## src/rtl/me_pkg.sv

```systemverilog
// ----------------------------------------------------------------------------
// me_pkg
// shared constants for the modular exponentiation block
// ----------------------------------------------------------------------------
package me_pkg;

    // default datapath width, operands are one bit narrower
    localparam int DATA_WIDTH_DEF = 64;

    // modulus value after reset
    localparam logic [63:0] MODULUS_RESET = 64'd1000000007;

endpackage

```

## src/rtl/modular_exponentiation.sv

```systemverilog
// ----------------------------------------------------------------------------
// modular_exponentiation
// base to the power exponent modulo a configured modulus, right-to-left
// square-and-multiply over one shared bit-serial modular multiplier
// ----------------------------------------------------------------------------
// channel    direction  handshake                 payload
// command    in         start high, busy low      i_base_value, i_exponent
// result     out        o_done strobe, 1 cycle    o_power_result
// config     in         i_cfg_valid, o_cfg_ready  i_cfg_data (modulus)
//
// each modular product runs through the bit-serial multiplier, one multiplier
// bit per cycle; an exponent with n significant bits and k set bits needs a
// reduction of the base, k multiplies and n - 1 squarings before the strobe
// a zero exponent or a modulus of at most one strobes in the cycle after accept
// reset is synchronous and active low and reloads the modulus to 1000000007
// the result strobe cannot be held off; busy stays high until it has shown
// ----------------------------------------------------------------------------
module modular_exponentiation #(
    parameter int DATA_WIDTH = me_pkg::DATA_WIDTH_DEF
) (
    input  logic                  i_clk,
    input  logic                  i_rst_n,
    input  logic                  start,
    output logic                  busy,
    input  logic [DATA_WIDTH-2:0] i_base_value,
    input  logic [DATA_WIDTH-2:0] i_exponent,
    output logic                  o_done,
    output logic [DATA_WIDTH-2:0] o_power_result,
    input  logic                  i_cfg_valid,
    output logic                  o_cfg_ready,
    input  logic [DATA_WIDTH-2:0] i_cfg_data
);
    import me_pkg::*;

    localparam int W = DATA_WIDTH - 1;
    localparam logic [W-1:0] MOD_RST = MODULUS_RESET[W-1:0];
    localparam logic [W-1:0] ONE     = {{(W-1){1'b0}}, 1'b1};

    // sequencer states
    localparam logic [2:0] S_IDLE = 3'd0;
    localparam logic [2:0] S_RED  = 3'd1;
    localparam logic [2:0] S_BIT  = 3'd2;
    localparam logic [2:0] S_MUL  = 3'd3;
    localparam logic [2:0] S_SQR  = 3'd4;
    localparam logic [2:0] S_OUT  = 3'd5;

    logic [2:0]   r_state;
    logic [W-1:0] r_mod;
    logic [W-1:0] r_base;
    logic [W-1:0] r_exp;
    logic [W-1:0] r_res;

    logic [2:0]   n_state;
    logic [W-1:0] n_base;
    logic [W-1:0] n_exp;
    logic [W-1:0] n_res;

    logic         mm_start;
    logic [W-1:0] mm_a;
    logic [W-1:0] mm_b;
    logic         mm_done;
    logic [W-1:0] mm_product;
    logic         exp_last;

    // shared modular multiplier
    me_mulmod #(
        .DATA_WIDTH (DATA_WIDTH)
    ) u_mulmod (
        .i_clk     (i_clk),
        .i_rst_n   (i_rst_n),
        .i_start   (mm_start),
        .i_a       (mm_a),
        .i_b       (mm_b),
        .i_m       (r_mod),
        .o_done    (mm_done),
        .o_product (mm_product)
    );

    assign exp_last = (r_exp[W-1:1] == '0);

    // sequencer: reduce the base, then per exponent bit multiply if it is set and square unless it is the last
    always_comb begin
        n_state  = r_state;
        n_base   = r_base;
        n_exp    = r_exp;
        n_res    = r_res;
        mm_start = 1'b0;
        mm_a     = r_res;
        mm_b     = r_base;
        unique case (r_state)
            S_IDLE: begin
                if (start) begin
                    n_exp = i_exponent;
                    if (i_exponent == '0) begin
                        n_res   = ONE;
                        n_state = S_OUT;
                    end else if (r_mod <= ONE) begin
                        n_res   = '0;
                        n_state = S_OUT;
                    end else begin
                        // base mod m as 1 * base through the multiplier
                        mm_start = 1'b1;
                        mm_a     = ONE;
                        mm_b     = i_base_value;
                        n_state  = S_RED;
                    end
                end
            end
            S_RED: begin
                if (mm_done) begin
                    n_base  = mm_product;
                    n_res   = ONE;
                    n_state = S_BIT;
                end
            end
            S_BIT: begin
                mm_start = 1'b1;
                if (r_exp[0]) begin
                    n_state = S_MUL;
                end else begin
                    mm_a    = r_base;
                    n_state = S_SQR;
                end
            end
            S_MUL: begin
                if (mm_done) begin
                    n_res = mm_product;
                    if (exp_last) begin
                        n_state = S_OUT;
                    end else begin
                        mm_start = 1'b1;
                        mm_a     = r_base;
                        n_state  = S_SQR;
                    end
                end
            end
            S_SQR: begin
                if (mm_done) begin
                    n_base  = mm_product;
                    n_exp   = {1'b0, r_exp[W-1:1]};
                    n_state = S_BIT;
                end
            end
            S_OUT: begin
                n_state = S_IDLE;
            end
            default: begin
                n_state = S_IDLE;
            end
        endcase
    end

    // state and modulus register
    always_ff @(posedge i_clk) begin
        if (!i_rst_n) begin
            r_state <= S_IDLE;
            r_mod   <= MOD_RST;
        end else begin
            r_state <= n_state;
            if (i_cfg_valid) begin
                r_mod <= i_cfg_data;
            end
        end
    end

    // working operands
    always_ff @(posedge i_clk) begin
        r_base <= n_base;
        r_exp  <= n_exp;
        r_res  <= n_res;
    end

    assign busy           = (r_state != S_IDLE);
    assign o_done         = (r_state == S_OUT);
    assign o_power_result = r_res;
    assign o_cfg_ready    = 1'b1;

endmodule

```

## src/rtl/me_mulmod.sv

```systemverilog
// ----------------------------------------------------------------------------
// me_mulmod
// bit-serial modular multiplier, one multiplier bit per cycle, msb first
// ----------------------------------------------------------------------------
module me_mulmod #(
    parameter int DATA_WIDTH = me_pkg::DATA_WIDTH_DEF
) (
    input  logic                  i_clk,
    input  logic                  i_rst_n,
    input  logic                  i_start,
    input  logic [DATA_WIDTH-2:0] i_a,
    input  logic [DATA_WIDTH-2:0] i_b,
    input  logic [DATA_WIDTH-2:0] i_m,
    output logic                  o_done,
    output logic [DATA_WIDTH-2:0] o_product
);
    localparam int W  = DATA_WIDTH - 1;
    localparam int CW = $clog2(W);
    localparam int TW = W + 2;

    logic          r_busy;
    logic          r_done;
    logic [CW-1:0] r_cnt;
    logic [W-1:0]  r_acc;
    logic [W-1:0]  r_a;
    logic [W-1:0]  r_b;

    logic [TW-1:0] sum;
    logic [TW-1:0] m1;
    logic [TW-1:0] m2;
    logic [W-1:0]  n_acc;

    // double, add the multiplicand when the bit is set, fold back below m
    // (acc and a stay below m, so the sum stays below 3m)
    always_comb begin
        m1  = {2'b00, i_m};
        m2  = {1'b0, i_m, 1'b0};
        sum = {1'b0, r_acc, 1'b0} + (r_b[W-1] ? {2'b00, r_a} : '0);
        if (sum >= m2) begin
            n_acc = W'(sum - m2);
        end else if (sum >= m1) begin
            n_acc = W'(sum - m1);
        end else begin
            n_acc = sum[W-1:0];
        end
    end

    // step counter and completion pulse
    always_ff @(posedge i_clk) begin
        if (!i_rst_n) begin
            r_busy <= 1'b0;
            r_done <= 1'b0;
            r_cnt  <= '0;
        end else begin
            r_done <= 1'b0;
            if (i_start) begin
                r_busy <= 1'b1;
                r_cnt  <= CW'(W - 1);
            end else if (r_busy) begin
                if (r_cnt == '0) begin
                    r_busy <= 1'b0;
                    r_done <= 1'b1;
                end
                r_cnt <= r_cnt - 1'b1;
            end
        end
    end

    // operand and accumulator registers
    always_ff @(posedge i_clk) begin
        if (i_start) begin
            r_acc <= '0;
            r_a   <= i_a;
            r_b   <= i_b;
        end else if (r_busy) begin
            r_acc <= n_acc;
            r_b   <= {r_b[W-2:0], 1'b0};
        end
    end

    assign o_done    = r_done;
    assign o_product = r_acc;

endmodule

```

## config.mk

```make
export PLATFORM = sky130hd
export DESIGN_NAME = modular_exponentiation
export DESIGN_NICKNAME = d
export VERILOG_FILES = /design/src/rtl/me_pkg.sv /design/src/rtl/modular_exponentiation.sv /design/src/rtl/me_mulmod.sv
export SDC_FILE = /design/constraint.sdc
export NUM_CORES = 1
export LEC_CHECK = 0
export BUFFER_PORTS_ARGS = -buffer_cell sky130_fd_sc_hd__buf_4
export CAP_MARGIN = 20
export CORE_ASPECT_RATIO = 1.4
export CORE_UTILIZATION = 25
export CTS_BUF_LIST = sky130_fd_sc_hd__clkbuf_16
export CTS_CLUSTER_DIAMETER = 40
export DETAILED_ROUTE_END_ITERATION = 10
export PLACE_DENSITY = 0.4
export SLEW_MARGIN = 25
export SYNTH_ARGS = -nofsm -noshare
export SYNTH_HDL_FRONTEND = slang
export SYNTH_SLANG_ARGS = --single-unit
export TNS_END_PERCENT = 10
```

## constraint.sdc

```tcl
create_clock -name i_clk -period 17.5 [get_ports i_clk]
set_input_delay 1.75 -clock i_clk [delete_from_list [all_inputs] [get_ports i_clk]]
set_output_delay 1.75 -clock i_clk [all_outputs]
set_load 0.01 [all_outputs]
```

==> results by group, run 1 <==
Route
  – Antenna-violating nets left: 0
  – Number of remaining DRC errors: 0
  – Via count: 26100
  – First-pass detailed-route iteration total: 5
  – Starting DRT DRC Count: 1583
  – WL/cell: 22.9 µm
  – Vias per cell: 5.07
  – WL final: 118 mm

Setup path
  – Startpoint types: flip-flop
  – CP bufs+invs: 1
  – CP delay by family, top: simple AND/OR/NAND/NOR gates
  – CP Class: reg2reg
  – Critical path's largest stage delay: 980 ps
  – Highest net fanout along the worst path: 63
  – CP Capture Type: flip-flop
  – Cell Chain, Critical Path: buf_4 > and2_1 > ha_1 > a211o_1 > a21oi_4 > a21oi_2 > o21ai_0 > a21o_1 > a21oi_1 > and3b_1 > o21ai_0 > xor2_1 > ha_1 > nand3_1 > nor4_1 > nand4b_1 > o21bai_1 > a21o_1 > a21oi_1 > or3b_1 > nor2_4 > o311ai_0 > a22o_1
  – Slowest CP cell: nor4_1
  – Worst Path Arrival: 8750 ps
  – CP Data Required Time: 18100 ps

Synth
  – Dominant cell type by area after synthesis: edfxtp_1
  – Average footprint of a synthesized cell: ~9.4 µm²
  – Predominant post-synthesis flop cell: edfxtp_1
  – Mapped Nets: 3654
  – Distinct cells, synth: 100
  – Post-Syn Instances: 3268
  – EDFF count, synth: 315
  – Mapped Area: 0.0309 mm²
  – Register area share after synthesis: 39.5%
  – #FFs+latches synth: 452
  – Post-synth top area share: around 31%
  – Synth top area cells: edfxtp_1, dfxtp_1, ha_1
  – Syn. warnings: 0
  – Post-synth ARST share: 0%

Clock network
  – CTS clk-pin slew, worst paths: ~60 ps
  – Clock Tree Root: clkbuf_16
  – Post-CTS Hold Fix Bufs: 0
  – Clock Path Buffers: 3
  – Post-CTS sizing: 0
  – TritonCTS buffer count: 79
  – TritonCTS clock tree: done
  – Htree depth: 3
  – Clock Latency Late Sink: 670 ps
  – CTS Sinks: 452
  – # Post-CTS Setup Buffers: 0

Global route
  – Vias in the first global route: ~27000
  – First-pass GRT wire length: between 150 and 200 mm
  – GR Util All Layers: 18.5%
  – Initial antenna violation count: 11
  – Largest net degree at the start of global routing: 75
  – GR Overflow Total: 0

Floorplan
  – IO Count: between 200 and 300
  – # rows: 152
  – Core region area: 0.122 mm²
  – Die area: 0.125 mm²
  – Die Span X: 299 µm
  – Starting Density: 25.2%
  – Die extent in y: 418 µm

Final layout
  – Final nets: ~3800
  – Area Growth Syn to Fin: 20.5%
  – Fill cell count: 13000
  – Share of layout cells above drive strength 1: 15.4%
  – Non-filler cells, final: roughly 5000

Timing
  – Fmax: approximately 120 MHz
  – Unrepaired setup endpoints after global routing: no
  – Final hold vios: 0
  – Final setup vio count: 0
  – Fin Setup TNS: 0 ps
  – Post-route minimum period: 8150 ps
  – Clock skew: around 69 ps
  – Final max-slew violation count: 0
  – Worst Max-Slew Pin Slew: 1010 ps
  – Tcrit/Tclk final: between 40% and 50%
  – Worst setup margin: 9350 ps
  – Relative slew slack: 32.0%

Run
  – Max-capacitance violation count: 0

Hold path
  – Hold Path Class: reg2reg

Power and ir drop
  – Peak VDD IR: 0.0764 mV
  – Leakage: 14.4 nW
  – PwrDens: 169 mW/mm²

Place
  – Dpl ws: 9320 ps
  – DP Cell Count: 4991
  – Hpwl dp: 92.9 mm
  – PortBufs: 257
  – GP Congestion: 0.910

Status
  – Outcome: finished, final reports clean
## metal layers
layer / routed length [µm] / global-route usage [%]
met3: 6240 / 3.61
met2: 52700 / 29.3
met1: 53700 / 24.2
met5: 137 / 0
met4: 5070 / 8.33
## state kept, by name (all words and copies together), names as in the netlist
name	flops
r_mod	63
u_mulmod.r_busy	1
u_mulmod.r_cnt	6
r_state	3
u_mulmod.o_product	63
u_mulmod.r_b	63
u_mulmod.o_done	1
o_power_result	63
u_mulmod.r_a	63
r_exp	63
r_base	63
## report_power, final
group          leakage (nW)  internal, mW  switching (mW)  total [mW]
logic                  8.91          1.17            2.10        3.27
registers              4.09          1.27           0.108        1.38
clock network          1.38         0.981           0.646        1.63
total                  14.4          3.42            2.85        6.28
## layout make-up
cell class	instances	area, µm²	share of cell area [%]
clock inverters	69	823	2.21
multi-input cells	2516	17600	47.3
clock buffers	79	1980	5.31
repair buffers	285	2140	5.75
well taps	1617	2020	5.44
inverters	121	454	1.22
diodes	2	5.00	0.0135
flip-flops and latches	452	12200	32.8
## final timing paths
kind,slack [ps],from,depth (start not counted),to
setup reg to reg,9350,u_mulmod.r_b[62],23,u_mulmod.o_product[3]
hold reg to reg,530,u_mulmod.o_product[61],0,r_base[61]
hold / removal,530,u_mulmod.o_product[61],0,r_base[61]
setup / recovery,9350,u_mulmod.r_b[62],23,u_mulmod.o_product[3]
## synthesized netlist by cell type (all sizes together) (51+ instances only)
master and instances:
a21oi 320, edfxtp 315, nand2 205, nor2 201, o21ai 194, ha 190
clkbuf 143, mux2i 142, and2 138, dfxtp 137, inv 120, xnor2 117
a21o 87, nor2b 71, a22o 66, mux2 64, nand4 62, nor4 57
xor2 56, nand3 55, nor3 51
## cell usage in the layout, fill, tap and decap left out, types with 10 or more instances in the layout
cell type	n
nor2b_1	71
nand2b_1	19
o21a_1	23
clkinv_4	10
nand3_1	55
buf_4	285
or3_1	13
xnor2_1	117
ha_1	190
clkbuf_16	79
inv_1	121
a211oi_1	25
o21bai_1	30
nor3_1	49
a22o_1	66
nand2_1	204
o211ai_1	43
nor4_1	54
a21o_1	87
inv_6	17
clkinv_2	11
a21boi_0	18
mux2_2	63
o21ai_1	10
a21oi_1	315
edfxtp_1	315
nand4_1	62
nor2_1	196
a31oi_1	33
and3_1	24
a22oi_1	36
o31ai_1	13
mux2i_1	142
o21ai_0	184
xor2_1	56
and2_1	138
o221ai_1	11
dfxtp_1	137
## stage by stage
| stage | area [µm²] | hold slack [ps] | power, mW | utilization, % |
|---|---|---|---|---|
| 6_report | 37200 | 530 | 6.28 | 30.4 |
| 5_1_grt | 37200 | 540 | 6.66 | 30.4 |
| 4_1_cts | 37200 | 532 | 6.30 | 30.4 |
| 3_5_place_dp | 34400 | 516 | 4.63 | 28.1 |
| 3_3_place_gp | 34400 | 513 | 4.66 | 28.1 |
| 2_1_floorplan | 30900 | 406 | 3.59 | - |
## worst reg2reg max path: cells and delay by family, from the launching register on
kind | cells | cell delay (ps)
and+or+nand+nor | 7 | 3300
AOI/OAI and AO/OA | 12 | 2890
adders and majority gates | 2 | 640
xor gates and xnor gates | 1 | 480
buffers and inverters | 1 | 420
DFF | 1 | 320
## cell families (layout without fill, tap and decap cells)
group	count (synthesis)	count (layout)	synth area share, %
AOI/OAI and AO/OA	1001	1001	21.2
and+or+nand+nor	942	942	15.7
muxes	206	206	6.94
buffers and inverters	300	554	3.79
adders and majority gates	193	193	7.90
xor gates and xnor gates	173	173	4.91
DFF	452	452	39.5
other	1	3	0.0122
Power figures use the tool's default switching activity.
==> run 2: changes to the inputs <==
--- a/config.mk
+++ b/config.mk
@@ -12,7 +12,7 @@
 export CTS_BUF_LIST = sky130_fd_sc_hd__clkbuf_16
 export CTS_CLUSTER_DIAMETER = 40
 export DETAILED_ROUTE_END_ITERATION = 10
-export PLACE_DENSITY = 0.4
+export PLACE_DENSITY = 0.41
 export SLEW_MARGIN = 25
 export SYNTH_ARGS = -nofsm -noshare
 export SYNTH_HDL_FRONTEND = slang
==> constraint.sdc (replaced) <==
create_clock -name i_clk -period 7.15 [get_ports i_clk]
set_input_delay 0.715 -clock i_clk [delete_from_list [all_inputs] [get_ports i_clk]]
set_output_delay 0.715 -clock i_clk [all_outputs]
set_load 0.01 [all_outputs]
==> run 2 against run 1 <==
Compared with the run above: power rose to 2.6 times the previous value; via count up 2.3%; flip-flop and latch count unchanged; critical path depth up 4; utilization up 1.1 points; clock skew down 27 ps; design area up 3.7%; cell count up 2.8%; sequential share of layout area down 1.2 points; worst hold slack worse by 260 ps; register-to-register slack worse by 9200 ps; clock power rose to 2.5 times the previous value; largest power group unchanged.
==> results by group, run 2 (synthesized netlist as in run 1, its figures left out) <==
Final layout
  – Most common cell after layout, fill and taps aside: buf_4
  – Core Util, Final: 31.5%
  – Non-filler cells, final: 5284
  – Fill cell count: 12900
  – Most frequent cells in the layout: buf_4, a21oi_1, edfxtp_1, nand2_1, nor2_1
  – Area Growth Syn to Fin: 25.0%
  – Ant diodes: 0
  – Final nets: 3989
  – Share of layout cells above drive strength 1: 18.8%

Place
  – PortBufs: 257
  – GP Congestion: 0.952
  – Hpwl dp: 96.3 mm
  – DP Cell Count: 5137

Timing
  – Post-route minimum period: approximately 7000 ps
  – Relative slew slack: slightly above 30%
  – Final setup vio count: 0
  – Final max-slew violation count: 0
  – Fmax: ~140 MHz
  – Final hold vios: 0
  – Worst Max-Slew Pin Slew: 1040 ps
  – Clock skew: between 40 and 50 ps
  – Tcrit/Tclk final: a little over nine tenths

Clock network
  – Clock Path Buffers: 3
  – TritonCTS buffer count: 80
  – CTS clk-pin slew, worst paths: 50 ps
  – TritonCTS clock tree: done
  – Clock Latency Late Sink: 670 ps
  – Htree depth: 3
  – Clock Tree Root: clkbuf_16
  – Post-CTS Hold Fix Bufs: 0
  – CTS Sinks: around 450

Power and ir drop
  – Switching power: between 7 and 8 mW
  – Leakage: 15.2 nW
  – Sw Share: 43.8%
  – Peak VDD IR: 0.222 mV
  – Clock share of power: around 25%
  – Pint: 9.24 mW
  – Seq pwr share: 20.6%
  – Comb power frac: 54.5%
  – PwrDens: between 400 and 500 mW/mm²
  – Power Total: 16.5 mW

Global route
  – GR Util All Layers: 19.1%
  – Largest net degree at the start of global routing: ~130
  – Vias in the first global route: 27200
  – First-pass GRT wire length: 178 mm
  – Initial antenna violation count: 9
  – GR Overflow Total: 0

Hold path
  – Worst hold start: i_cfg_data[27]
  – Hold Path Class: in2reg

Route
  – Vias per cell: 5.04
  – WL final: 121 mm
  – Via count: ~27000
  – Met1 WL: 54.8 mm
  – Routed wl met3: between 5 and 6 mm
  – Antenna-violating nets left: 0
  – Routed wl met2: 56.5 mm
  – Starting DRT DRC Count: between 1500 and 2000
  – Number of remaining DRC errors: 0
  – First-pass detailed-route iteration total: 5
  – DR top layer: met5
  – WL/cell: around 23 µm

Setup path
  – FF-to-FF Start: u_mulmod.r_b[62]
  – CP Class: reg2reg
  – Highest net fanout along the worst path: 49
  – CP Data Required Time: 7710 ps
  – Startpoint types: flip-flop
  – CP Launch Point: u_mulmod.r_b[62]
  – CP Capture Type: flip-flop
  – Worst Path Arrival: about 7500 ps

Floorplan
  – # rows: 152
  – Die area: 0.125 mm²
  – Starting Density: 25.2%
  – Core region area: 0.122 mm²
  – IO Count: 259
  – Die extent in y: 418 µm
  – Die Span X: approximately 300 µm

Run
  – Max-capacitance violation count: 0

Status
  – Outcome: finished, final reports clean
## run 2: stage by stage
| stage | setup WS, ps | area [µm²] | hold slack, ps | setup TNS, ps |
|---|---|---|---|---|
| final | 166 | 38600 | 270 | 0 |
| after global routing | -32.0 | 38600 | 250 | -32.0 |
| after CTS | 27.0 | 38500 | 195 | 0 |
| after detailed placement | -198 | 35600 | 507 | -5790 |
| after global placement | -183 | 35600 | 503 | -5320 |
| after floorplan | 1260 | 30900 | 406 | 0 |
## run 2: timing repair
item | in CTS | in global routing
pin swaps | 0 | 1
endpoints found under the hold margin | 0 | 0
setup endpoints to repair | 59 | 57
setup buffers | 0 | 1
gates resized for setup | 3 | 4
## run 2: per-layer routing
| metal | global-route usage (%) | up-vias |
|---|---|---|
| li1 | - | 13000 |
| met1 | 24.6 | 12900 |
| met2 | 31.5 | 649 |
| met3 | 3.58 | 172 |
| met4 | 6.88 | 16 |
| met5 | 0 | - |
## run 2: cell type report
cell class	count	area [µm²]	share of cell area, %
Clock inverter	62	767	1.99
Timing Repair Buffer	432	3390	8.80
Sequential cell	452	12200	31.6
Inverter	121	454	1.18
Clock buffer	84	2100	5.45
Tap cell	1617	2020	5.25
Multi-Input combinational cell	2516	17600	45.7
## run 2: worst paths after layout
check / endpoint / slack, ps / cells past startpoint
worst max register to register: u_mulmod.o_product[56] / 170 / 27
worst min register to register: u_mulmod.o_product[5] / 510 / 2
worst min-delay path: r_mod[27] / 270 / 3
worst max-delay path: u_mulmod.o_product[56] / 170 / 27
## run 2: power groups by stage
stage | clock, mW | combinational (mW) | sequential [mW]
final | 4.09 | 8.97 | 3.39
after global routing | 4.31 | 9.72 | 3.42
after CTS | 4.22 | 8.89 | 3.39
after detailed placement | 0 | 8.84 | 3.44
after global placement | 0 | 8.97 | 3.44
after floorplan | 0 | 5.50 | 3.28
## run 2: critical path, stage by stage (launching register included)
cell and delay, ps:
edfxtp_1 410, buf_12 200, and2_1 160, ha_1 210, fa_1 440, a21o_1 220
a22oi_1 240, a211oi_1 190, o31ai_4 430, o32ai_4 200, nor2_1 220, nor2_1 60
nor2_1 190, xnor2_2 170, ha_1 340, buf_4 140, and2_1 200, nand2_1 380
nor4b_2 550, nand4_1 370, o31a_1 370, o21ai_0 180, nor3b_2 120, buf_12 170
nor2_2 230, buf_12 200, nand3_1 120, o211ai_1 110
==> run 3: changes to the inputs <==
--- a/config.mk
+++ b/config.mk
@@ -7,7 +7,7 @@
 export LEC_CHECK = 0
 export BUFFER_PORTS_ARGS = -buffer_cell sky130_fd_sc_hd__buf_4
 export CAP_MARGIN = 20
-export CORE_ASPECT_RATIO = 1.4
+export CORE_ASPECT_RATIO = 0.5
 export CORE_UTILIZATION = 25
 export CTS_BUF_LIST = sky130_fd_sc_hd__clkbuf_16
 export CTS_CLUSTER_DIAMETER = 40
==> run 3 against run 2 <==
Compared with the run above: flip-flop and latch count did not move; highest routed layer unchanged; critical path depth did not move; largest cell class unchanged; routed wire length rose by 10%.
==> results by group, run 3 (synthesized netlist as in run 1, its figures left out) <==
Route
  – Routed wl met3: roughly 10 mm
  – WL/cell: 25.4 µm
  – Number of remaining DRC errors: 0
  – First-pass detailed-route iteration total: 6
  – Starting DRT DRC Count: 2457
  – Antenna-violating nets left: 0
  – Routed wl met2: 51.1 mm
  – Vias per cell: between 5 and 6
  – Via count: 27700
  – Met1 WL: around 70 mm
  – WL final: 134 mm
  – DR top layer: met5

Clock network
  – Clock Path Buffers: 3
  – TritonCTS clock tree: done
  – CTS clk-pin slew, worst paths: 70 ps
  – Htree depth: 3
  – # Post-CTS Setup Buffers: 0
  – TritonCTS buffer count: 69
  – Clock Tree Root: clkbuf_16
  – CTS Sinks: 452
  – Clock Latency Late Sink: around 670 ps
  – Post-CTS Hold Fix Bufs: 0

Floorplan
  – IO Count: 259
  – # rows: 90
  – Die extent in y: 250 µm
  – Starting Density: 25.4%
  – Core region area: 0.122 mm²
  – Die area: 0.125 mm²
  – Die Span X: roughly 500 µm

Global route
  – Largest net degree at the start of global routing: 125
  – Initial antenna violation count: 9
  – Vias in the first global route: about 27000
  – First-pass GRT wire length: 190 mm
  – GR Util All Layers: 20.8%
  – GR Overflow Total: 0

Timing
  – Relative slew slack: between 20% and 30%
  – Worst hold slack: 274 ps
  – Unrepaired setup endpoints after global routing: no
  – Final setup vio count: 0
  – Fmax: between 100 and 150 MHz
  – Fin Setup TNS: 0 ps
  – Clock skew: 41.6 ps
  – Final max-slew violation count: 0
  – Post-route minimum period: a little under 7000 ps
  – Worst Max-Slew Pin Slew: around 1100 ps
  – Final hold vios: 0
  – Tcrit/Tclk final: a little over nine tenths

Final layout
  – Ant diodes: 0
  – Area occupied by multi-input gates: 0.0176 mm²
  – Final nets: between 3000 and 4000
  – Share of layout cells above drive strength 1: 18.1%
  – Fill cell count: about 13000
  – Most common cell after layout, fill and taps aside: buf_4
  – Most frequent cells in the layout: buf_4, a21oi_1, edfxtp_1, nand2_1, nor2_1
  – Register Area: 0.0122 mm²
  – Area Growth Syn to Fin: 22.9%

Status
  – Outcome: finished, final reports clean

Place
  – GP Congestion: 0.945
  – Hpwl dp: 107 mm
  – PortBufs: 257

Setup path
  – Worst Path Arrival: 7470 ps
  – Reg2reg setup slack: 190 ps
  – Startpoint types: flip-flop
  – CP Class: reg2reg
  – CP Capture Type: flip-flop
  – CP Data Required Time: between 7000 and 8000 ps
  – Highest net fanout along the worst path: 63

Hold path
  – Hold Path Class: in2reg

Power and ir drop
  – Leakage: 14.9 nW
  – PwrDens: 431 mW/mm²
  – Peak VDD IR: 0.293 mV

Run
  – Max-capacitance violation count: 0
-- run 3: per-stage QoR --
stage	instances	utilization, %	setup slack (ps)	area, µm²	total power [mW]
2_1_floorplan	3268	-	1260	30900	8.78
3_3_place_gp	5128	29.2	218	35500	12.7
3_5_place_dp	5128	29.2	149	35500	12.6
4_1_cts	5255	31.2	113	37900	16.2
5_1_grt	5256	31.2	16.8	37900	17.2
6_report	5256	31.2	187	37900	16.3
-- run 3: final timing paths --
| path | to | from | cells past startpoint |
|---|---|---|---|
| worst min register to register | r_base[4] | u_mulmod.o_product[4] | 0 |
| worst max-delay path | u_mulmod.o_product[16] | u_mulmod.r_b[62] | 27 |
| worst min-delay path | r_mod[14] | i_cfg_data[14] | 3 |
| worst max register to register | u_mulmod.o_product[16] | u_mulmod.r_b[62] | 27 |
-- run 3: critical path, cell delays in order (launching register included) --
cell	delay [ps]
edfxtp_1	410
buf_12	200
and2_1	200
ha_1	390
nand3_1	110
o221ai_1	330
o21ba_2	250
o211ai_1	360
a211oi_1	140
buf_4	180
o21ai_0	280
a21boi_0	200
o31ai_1	420
xor2_1	150
buf_4	190
ha_1	370
nand3_1	180
nor2_1	330
nand4b_1	190
o21bai_1	300
a21o_1	170
a21oi_1	70
nor3b_2	170
nand2_2	120
buf_12	190
buf_4	160
mux2i_1	420
o21ai_0	230
-- run 3: area by class of cell --
| class | count | share of cell area, % |
|---|---|---|
| flip-flops and latches | 452 | 32.2 |
| well taps | 1610 | 5.31 |
| clock inverters | 56 | 1.48 |
| repair buffers | 430 | 8.77 |
| clock buffers | 71 | 4.68 |
| multi-input cells | 2516 | 46.4 |
| inverters | 121 | 1.20 |
-- run 3: per-layer routing --
layer / up-vias / GRT usage, %
li1: 12900 / -
met1: 13800 / 32.8
met2: 902 / 27.7
met3: 114 / 5.39
met4: 12 / 3.96
met5: - / 0
-- run 3: where the power goes --
| group | switching (mW) | internal [mW] |
|---|---|---|
| logic | 5.91 | 3.54 |
| registers | 0.313 | 3.12 |
| clock network | 1.42 | 2.04 |
-- run 3: repair_timing --
| item | in CTS | in global routing |
|---|---|---|
| resized for setup | 0 | 5 |
| endpoints found under the hold margin | 0 | 0 |
| endpoints found under the setup margin | 0 | 54 |
